[config.mk]
export PLATFORM = sky130hd
export DESIGN_NAME = plmvl_front
export DESIGN_NICKNAME = d
export VERILOG_FILES = /design/src/plmvl_pkg.sv /design/src/plmvl_front.sv
export SDC_FILE = /design/constraint.sdc
export NUM_CORES = 1
export LEC_CHECK = 0
export ABC_AREA = 1
export CORE_MARGIN = 1.5
export CORE_UTILIZATION = 35
export CTS_CLUSTER_SIZE = 16
export DETAILED_ROUTE_END_ITERATION = 10
export DONT_BUFFER_PORTS = 1
export PLACE_DENSITY = 0.59
export SYNTH_ARGS = -nofsm -noshare
export SYNTH_HDL_FRONTEND = slang
export SYNTH_SLANG_ARGS = --single-unit
[constraint.sdc]
create_clock -name clk -period 8.05 [get_ports clk]
set_input_delay 0.4025 -clock clk [delete_from_list [all_inputs] [get_ports clk]]
set_output_delay 0.4025 -clock clk [all_outputs]
set_load 0.005 [all_outputs]
[src/plmvl_pkg.sv]
// Shared types and constants for the piecewise-linear face reconstruction block
`timescale 1ns / 1ps
package plmvl_pkg;

  localparam int IN_BITS  = 32;
  localparam int POS_BITS = 31;
  localparam int OUT_BITS = 32;
  localparam int THR_BITS = 16;

  // Shared unit operation codes
  typedef enum logic [1:0] {
    OP_ADD,
    OP_SUB,
    OP_MUL,
    OP_DIV
  } alu_op_t;

endpackage

[src/plmvl_front.sv]
// Front end: input window, line restart and face job issue
`timescale 1ns / 1ps
module plmvl_front #(
  parameter int VALUE_BITS = 32
) (
  input  logic                                  clk,
  input  logic                                  rst,
  input  logic                                  in_valid,
  output logic                                  in_ready,
  input  logic                                  line_start,
  input  logic signed [plmvl_pkg::IN_BITS-1:0]  cell_value,
  input  logic [plmvl_pkg::POS_BITS-1:0]        center_spacing,
  input  logic [plmvl_pkg::POS_BITS-1:0]        half_left,
  input  logic [plmvl_pkg::POS_BITS-1:0]        half_right,
  output logic                                  job_valid,
  input  logic                                  job_ready,
  output logic [11*VALUE_BITS-1:0]              job_data
);

  logic signed [VALUE_BITS-1:0] qw [3];
  logic signed [VALUE_BITS-1:0] sw [3];
  logic signed [VALUE_BITS-1:0] lw [2];
  logic signed [VALUE_BITS-1:0] rw [2];
  logic [1:0] fill_count;
  logic signed [VALUE_BITS-1:0] qin, sp, hl, hr;
  logic [1:0] fill_eff;
  logic accept;

  // Clamp inputs to the working range
  function automatic logic signed [VALUE_BITS-1:0] clamp_in(input logic signed [32:0] x);
    logic signed [VALUE_BITS+32:0] w;
    logic signed [VALUE_BITS+32:0] hi;
    logic signed [VALUE_BITS+32:0] lo;
    begin
      w  = (VALUE_BITS + 33)'(x);
      hi = (VALUE_BITS + 33)'({1'b0, {(VALUE_BITS-1){1'b1}}});
      lo = -hi - 1;
      if (w > hi) clamp_in = hi[VALUE_BITS-1:0];
      else if (w < lo) clamp_in = lo[VALUE_BITS-1:0];
      else clamp_in = w[VALUE_BITS-1:0];
    end
  endfunction

  assign qin = clamp_in(33'(cell_value));
  assign sp  = clamp_in({2'b00, center_spacing});
  assign hl  = clamp_in({2'b00, half_left});
  assign hr  = clamp_in({2'b00, half_right});

  assign fill_eff = line_start ? 2'd0 : fill_count;
  // Hold the input while a due job cannot enter the queue
  assign in_ready  = (fill_eff != 2'd3) || job_ready;
  assign accept    = in_valid && in_ready;
  assign job_valid = in_valid && (fill_eff == 2'd3);
  assign job_data  = {qin, qw[0], qw[1], qw[2], sw[0], sw[1], sw[2],
                      lw[0], lw[1], rw[0], rw[1]};

  always_ff @(posedge clk) begin
    if (rst) begin
      fill_count <= '0;
      for (int i = 0; i < 3; i++) begin
        qw[i] <= '0;
        sw[i] <= '0;
      end
      for (int i = 0; i < 2; i++) begin
        lw[i] <= '0;
        rw[i] <= '0;
      end
    end else if (accept) begin
      qw[2] <= line_start ? '0 : qw[1];
      qw[1] <= line_start ? '0 : qw[0];
      qw[0] <= qin;
      sw[2] <= line_start ? '0 : sw[1];
      sw[1] <= line_start ? '0 : sw[0];
      sw[0] <= sp;
      lw[1] <= line_start ? '0 : lw[0];
      lw[0] <= hl;
      rw[1] <= line_start ? '0 : rw[0];
      rw[0] <= hr;
      fill_count <= (fill_eff == 2'd3) ? 2'd3 : fill_eff + 2'd1;
    end
  end

endmodule
==> results by group, run 1 <==
Run status
  • Outcome: finished clean

Flow run
  • MaxCap Viol Count: 0

Yosys
  • Cell variety after synth: 17
  • Synthesized cell area: 12,300 µm²
  • Area leader, netlist: edfxtp_1
  • Top-count cell post-synth: inv_1
  • Most used DFF post-synth: edfxtp_1
  • Syn avg cell area: 11.90 µm²
  • Top post-synthesis cells by area: edfxtp_1, inv_1, nor2_1
  • Register area share after synthesis: 0.7674
  • Post-synth top area share: 0.7641
  • Top post-synthesis cells by count: inv_1, edfxtp_1, nor2_1, clkbuf_1, buf_4
  • Post-synthesis cell count: approximately 1,000
  • Asr flop ratio synth: 0
  • Post-synth EDFFs: 313
  • Yosys warns: 0
  • Seq cells post-synth: 315

STA
  • Setup TNS: 0 ns
  • Final hold violation count: 0
  • Pins Over Slew Limit: 0
  • Fmax achieved: 0.4159 GHz
  • Min Clock Period, post-route: 2.405 ns
  • Final setup fails: 0
  • RSZ-0062 raised after global routing: no
  • Post-route clock skew: 0.01545 ns
  • Slew headroom: 0.3030
  • Final period util: 0.2987
  • Worst-margin pin slew: between 1 and 1.5 ns

Worst setup path
  • Worst Path Max Fanout: between 150 and 200
  • Worst setup SP type: flip-flop
  • WS Path Type: flip-flop to flip-flop
  • Worst path required time: between 8 and 9 ns
  • R2R depth: 4
  • CP bufs+invs: 1
  • Worst setup EP type: flip-flop
  • Critical path depth in cells: 4
  • Cell family with most CP delay: simple AND/OR/NAND/NOR gates
  • Worst path max stage delay: approximately 0.64 ns
  • Slowest cell on crit path: buf_12
  • Crit path DAT: 2.52 ns
  • Crit path cell chain: nand4_4 -> nand2_1 -> nand2_8 -> buf_12

Finish
  • Fin util: 0.3951
  • Post-route insts no fill: between 1,000 and 1,500
  • Fraction of layout cells with a size suffix above 1: 0.05126
  • Post-route cell area: ~14,000 µm²
  • Area Growth Syn to Fin: 10.96%
  • Layout net count: 1,140

Global route
  • GRT Util Overall: 0.1413
  • Largest net degree at the start of global routing: 179
  • Global route overflow: 0
  • Vias in the first global route: 6,072
  • Antenna violations before repair: 2
  • First-pass GRT wire length: roughly 38,000 µm

Power
  • Overall power: 3.589 mW
  • VDD IR max: 0.0001965 V
  • Lkg Pwr: 5.804 nW
  • Cell Pwr Density: 262.9 nW/µm²

Clock tree
  • CTS root buffer: clkbuf_16
  • Skew-Pair Late Insertion Delay: 0.51 ns
  • Setup repair bufs after CTS: 0
  • Clock transition at path regs: 0.06 ns
  • Longest Clk Path Bufs: 3
  • CTS Hold Bufs: 0
  • Htree depth: 2
  • CTS tree: yes
  • TritonCTS Buffers: 35
  • Clock sinks: 315
  • Post-cts resize count: 0

Drt
  • Top routing layer in use: met5
  • DRT met1 WL: just over 10,000 µm
  • Initial drt markers: between 300 and 400
  • Routed Antenna Nets: 0
  • WL/cell: 18.39 µm
  • Vias per inst: 4.288
  • Met3 routed WL: 2701 µm
  • First drt pass iteration count: 4
  • DRC violations left: 0
  • Via count: 6,393
  • Routed wl met2: about 14,000 µm
  • Routed WL: about 27,000 µm

Floorplan
  • Die H: 190.5 µm
  • Placeable core region: 34,540 µm²
  • Full die area: 36,280 µm²
  • Rows: 68
  • Starting Density: 0.3561
  • Die Wd: 190.5 µm
  • # IOs: approximately 480

Placement
  • DP Cell Count: about 1,400
  • Port Buffers: 0
  • Dpl hpwl: 18,790 µm
  • Placed cell areas: 12,590 µm²
  • RePlAce Congestion: 0.8494

Min path
  • Hold Crit Class: input port to flip-flop
  • Hold path depth: 2
==> power breakdown <==
part	leakage (nW)	switching, mW	internal, mW
logic	1.80	0.0883	0.0259
clock network	0.515	0.611	0.869
registers	3.49	0.0832	1.91
==> cell usage in the layout, fill, tap and decap left out, types with 4 or more instances in the layout <==
cell / Yosys / final
buf_4: 27 / 4
clkbuf_1: 32 / 9
clkbuf_16: 0 / 37
clkinv_1: 1 / 10
conb_1: 1 / 7
edfxtp_1: 313 / 313
inv_1: 315 / 315
nand2_1: 7 / 6
nor2_1: 313 / 313
==> stage by stage <==
stage | setup slack [ns] | hold WS (ns)
detailed placement | 5.384 | 0.5262
finish | 5.645 | 0.07703
global placement | 5.470 | 0.5302
global route | 5.515 | 0.06544
floorplan | 3.115 | 0.5021
CTS | 5.639 | 0.04625
==> final timing paths <==
check / start / to / slack [ns]
worst max-delay path: fill_count[1] / qw[0][74] / 5.65
worst min-delay path: in_valid / fill_count[1] / 0.08
worst max register to register: fill_count[1] / qw[0][74] / 5.65
worst min register to register: fill_count[0] / fill_count[0] / 0.53
==> logic make-up after synthesis <==
family / Yosys count / share of synthesized area
buf+inv: 389 / 0.1283
flops: 315 / 0.7674
other cells: 1 / 0.0003049
simple gates: 329 / 0.1041
==> layout make-up <==
class,instances,area (µm²)
fill,3310,20900
sequential,315,9439
multi-input combinational,336,1339
inverter,317,1190
clock buffer,46,959.7
tap,455,569.3
clock inverter,15,96.34
timing repair buffer,5,50.05
antenna,2,5.005
==> state kept, by name, indices dropped and copies added, names as in the netlist <==
register    cells
fill_count      2
rw             62
sw             93
lw             62
qw             96
==> per-layer routing <==
metal | vias up | track usage
met5 | - | 0
met4 | 2 | 0.05512
met3 | 51 | 0.06091
met2 | 287 | 0.2352
met1 | 3027 | 0.1598
li1 | 3026 | -
Power figures use the tool's default switching activity.
==> run 2: changes to the inputs <==
--- a/config.mk
+++ b/config.mk
@@ -11,7 +11,7 @@
 export CTS_CLUSTER_SIZE = 16
 export DETAILED_ROUTE_END_ITERATION = 10
 export DONT_BUFFER_PORTS = 1
-export PLACE_DENSITY = 0.59
+export PLACE_DENSITY = 0.57
 export SYNTH_ARGS = -nofsm -noshare
 export SYNTH_HDL_FRONTEND = slang
 export SYNTH_SLANG_ARGS = --single-unit
==> constraint.sdc (replaced) <==
create_clock -name clk -period 2.5 [get_ports clk]
set_input_delay 0.125 -clock clk [delete_from_list [all_inputs] [get_ports clk]]
set_output_delay 0.125 -clock clk [all_outputs]
set_load 0.005 [all_outputs]
==> run 2 against run 1 <==
  * Highest routed layer unchanged
  * Clock-buffer cell count stayed put
  * Global-route usage is 2.0 points higher
  * Critical endpoint is now sw[0][0]
  * Sequential cell count stayed put
==> results by group, run 2 (same netlist as run 1, synthesis figures left out) <==
Clock tree
  • Htree depth: 2 (unchanged)
  • Longest Clk Path Bufs: 3 (unchanged)
  • CTS root buffer: clkbuf_16 (unchanged)
  • Setup repair bufs after CTS: 0 (unchanged)
  • Post-cts resize count: 0 (unchanged)
  • CTS tree: yes (unchanged)
  • CTS Hold Bufs: 128 (was 0)
  • TritonCTS Buffers: 35 (unchanged)
  • Clock transition at path regs: 0.06 ns (about the same)
  • Skew-Pair Late Insertion Delay: 0.51 ns (about the same)
  • Clock sinks: 315 (unchanged)

Worst setup path
  • WS Path Type: flip-flop to flip-flop (unchanged)
  • R2R depth: 4 (unchanged)
  • Worst setup SP type: flip-flop (unchanged)
  • Worst path required time: 2.66 ns (was 8.17 ns)
  • R2R Setup Slk: 0.60 ns (was 5.65 ns)
  • Crit path DAT: 2.05 ns (was 2.52 ns)
  • Worst Path Max Fanout: 38 (was 178)
  • Reg2reg end: sw[0][0] (was qw[0][74])
  • Worst r2r src: fill_count[1] (unchanged)
  • Worst setup EP type: flip-flop (unchanged)

Placement
  • Port Buffers: 0 (unchanged)
  • Dpl hpwl: 20,870 µm (was 18,790 µm)
  • RePlAce Congestion: 0.8472 (was 0.8494)

Floorplan
  • Starting Density: 0.3561 (unchanged)
  • Die Wd: 190.5 µm (unchanged)
  • Rows: 68 (unchanged)
  • # IOs: 484 (unchanged)
  • Die H: 190.5 µm (unchanged)
  • Placeable core region: 34,540 µm² (unchanged)
  • Full die area: 36,280 µm² (unchanged)

Global route
  • Largest net degree at the start of global routing: 70 (was 179)
  • GRT Util Overall: 0.1614 (was 0.1413)
  • Antenna violations before repair: 3 (was 2)
  • First-pass GRT wire length: 43,690 µm (was 38,120 µm)
  • Global route overflow: 0 (unchanged)
  • Vias in the first global route: 7,179 (was 6,072)

Finish
  • Fill cell count: 3,169 (was 3,310)
  • Most common cell after layout, fill and taps aside: inv_1 (unchanged)
  • Layout net count: 1,279 (was 1,140)
  • Biggest regs: qw: 96 flops, sw: 93 flops (unchanged)
  • Commonest non-fill, non-tap cells in the layout: inv_1, nor2_1, edfxtp_1 (unchanged)
  • Fraction of layout cells with a size suffix above 1: 0.05546 (was 0.05126)
  • Area Growth Syn to Fin: 22.71% (was 10.96%)
  • Fin util: 0.4370 (was 0.3951)
  • Most flops, register: qw (unchanged)
  • Sequential cell area: 9439 µm² (unchanged)
  • Max reg flops: 96 (unchanged)
  • Multi-input logic area: 1339 µm² (unchanged)

Min path
  • Hold Crit Class: input port to flip-flop (unchanged)
  • Hold EP: fill_count[1] (unchanged)
  • Hold path depth: 4 (was 2)
  • Min-delay src: job_ready (was in_valid)

Drt
  • First drt pass iteration count: 5 (was 4)
  • WL/cell: 18.91 µm (was 18.39 µm)
  • Routed Antenna Nets: 0 (unchanged)
  • Initial drt markers: 473 (was 388)
  • Vias per inst: 4.388 (was 4.288)
  • DRC violations left: 0 (unchanged)
  • Routed WL: 30,780 µm (was 27,420 µm)
  • Via count: 7,144 (was 6,393)

Power
  • Clk pwr share: 0.407 (was 0.412)
  • P_sw: 2.631 mW (was 782.3 µW)
  • Overall power: 11.82 mW (was 3.589 mW)
  • Seq pwr share: 0.544 (was 0.556)
  • Lkg Pwr: 6.427 nW (was 5.804 nW)
  • Cell Pwr Density: 782.9 nW/µm² (was 262.9 nW/µm²)
  • Logic pwr share: 0.049 (was 0.032)
  • Switching share of power: 0.2227 (was 0.2180)
  • Cell-internal power: 9.186 mW (was 2.806 mW)
  • VDD IR max: 0.0004834 V (was 0.0001965 V)

STA
  • Slew headroom: 0.6456 (was 0.3030)
  • Fmax achieved: 0.5275 GHz (was 0.4159 GHz)
  • Final setup fails: 0 (unchanged)
  • Final hold violation count: 0 (unchanged)
  • Worst Hold Slack: 0.08804 ns (was 0.07703 ns)
  • RSZ-0062 raised after global routing: no (unchanged)
  • Pins Over Slew Limit: 0 (unchanged)
  • Min Clock Period, post-route: 1.896 ns (was 2.405 ns)
  • Setup TNS: 0 ns (unchanged)
  • Worst-margin pin slew: 0.5283 ns (was 1.045 ns)
  • Final period util: 0.7583 (was 0.2987)
  • Post-route clock skew: 0.01092 ns (was 0.01545 ns)

Run status
  • Outcome: finished clean (unchanged)

Flow run
  • MaxCap Viol Count: 0 (unchanged)
==> run 2: cell types whose count changed in the layout (fill, tap and decap cells not counted) <==
cell / previous run / this run
dlygate4sd3_1: 0 / 128
buf_12: 1 / 8
buf_4: 4 / 8
clkinv_1: 10 / 8
clkinv_2: 3 / 4
clkinv_4: 2 / 1
diode_2: 2 / 1
inv_6: 0 / 1
==> run 2: metrics by stage <==
stage          instances  worst slack (ns)  area, µm²
2_1_floorplan       1040            0.1501      12340
6_report            1628            0.6043      15090
3_5_place_dp        1439            0.5960      12760
4_1_cts             1627            0.5824      15090
5_1_grt             1628            0.4868      15090
3_3_place_gp        1439            0.6654      12760
==> run 2: worst max path at each step <==
stage                              from         to  slack (ns)  cells past startpoint
after CTS                 fill_count[1]   sw[0][0]        0.58                      4
after global routing      fill_count[1]   sw[0][0]        0.49                      4
after detailed placement  fill_count[1]  sw[0][35]        0.60                      4
after floorplan           fill_count[0]   lw[0][0]        0.15                      3
final                     fill_count[1]   sw[0][0]        0.60                      4
after global placement    fill_count[1]  sw[0][72]        0.67                      4
==> run 2: cell type report <==
cell class / instances / share of cell area
repair buffers: 144 / 0.09947
multi-input cells: 336 / 0.08869
flip-flops and latches: 315 / 0.6253
well taps: 455 / 0.03772
inverters: 317 / 0.07883
clock inverters: 14 / 0.006217
diodes: 1 / 0.0001658
clock buffers: 46 / 0.06358
==> run 2: power groups by stage <==
| stage | Clock [mW] | Combinational, mW | Sequential (mW) |
|---|---|---|---|
| finish | 4.82 | 0.578 | 6.42 |
| global placement | 0 | 0.398 | 6.54 |
| floorplan | 0 | 0.328 | 6.41 |
| CTS | 4.94 | 0.583 | 6.43 |
| global route | 5.10 | 0.648 | 6.45 |
| detailed placement | 0 | 0.413 | 6.54 |
==> run 2: metal layers <==
layer  wire [µm]  global-route usage  share of wire  vias to the layer above
met5          17                   0        0.00055                        -
met4        1313             0.07692          0.043                        2
met3        2745             0.05392          0.089                       87
met2       15020              0.2692           0.49                      371
met1       11690              0.1870           0.38                     3383
li1            -                   -              -                     3301
==> run 2: critical path, cell delays in order (launching register included) <==
cell	delay [ns]
dfxtp_1	0.36
nand4_4	0.19
nand2_1	0.20
nand2_8	0.33
buf_4	0.45
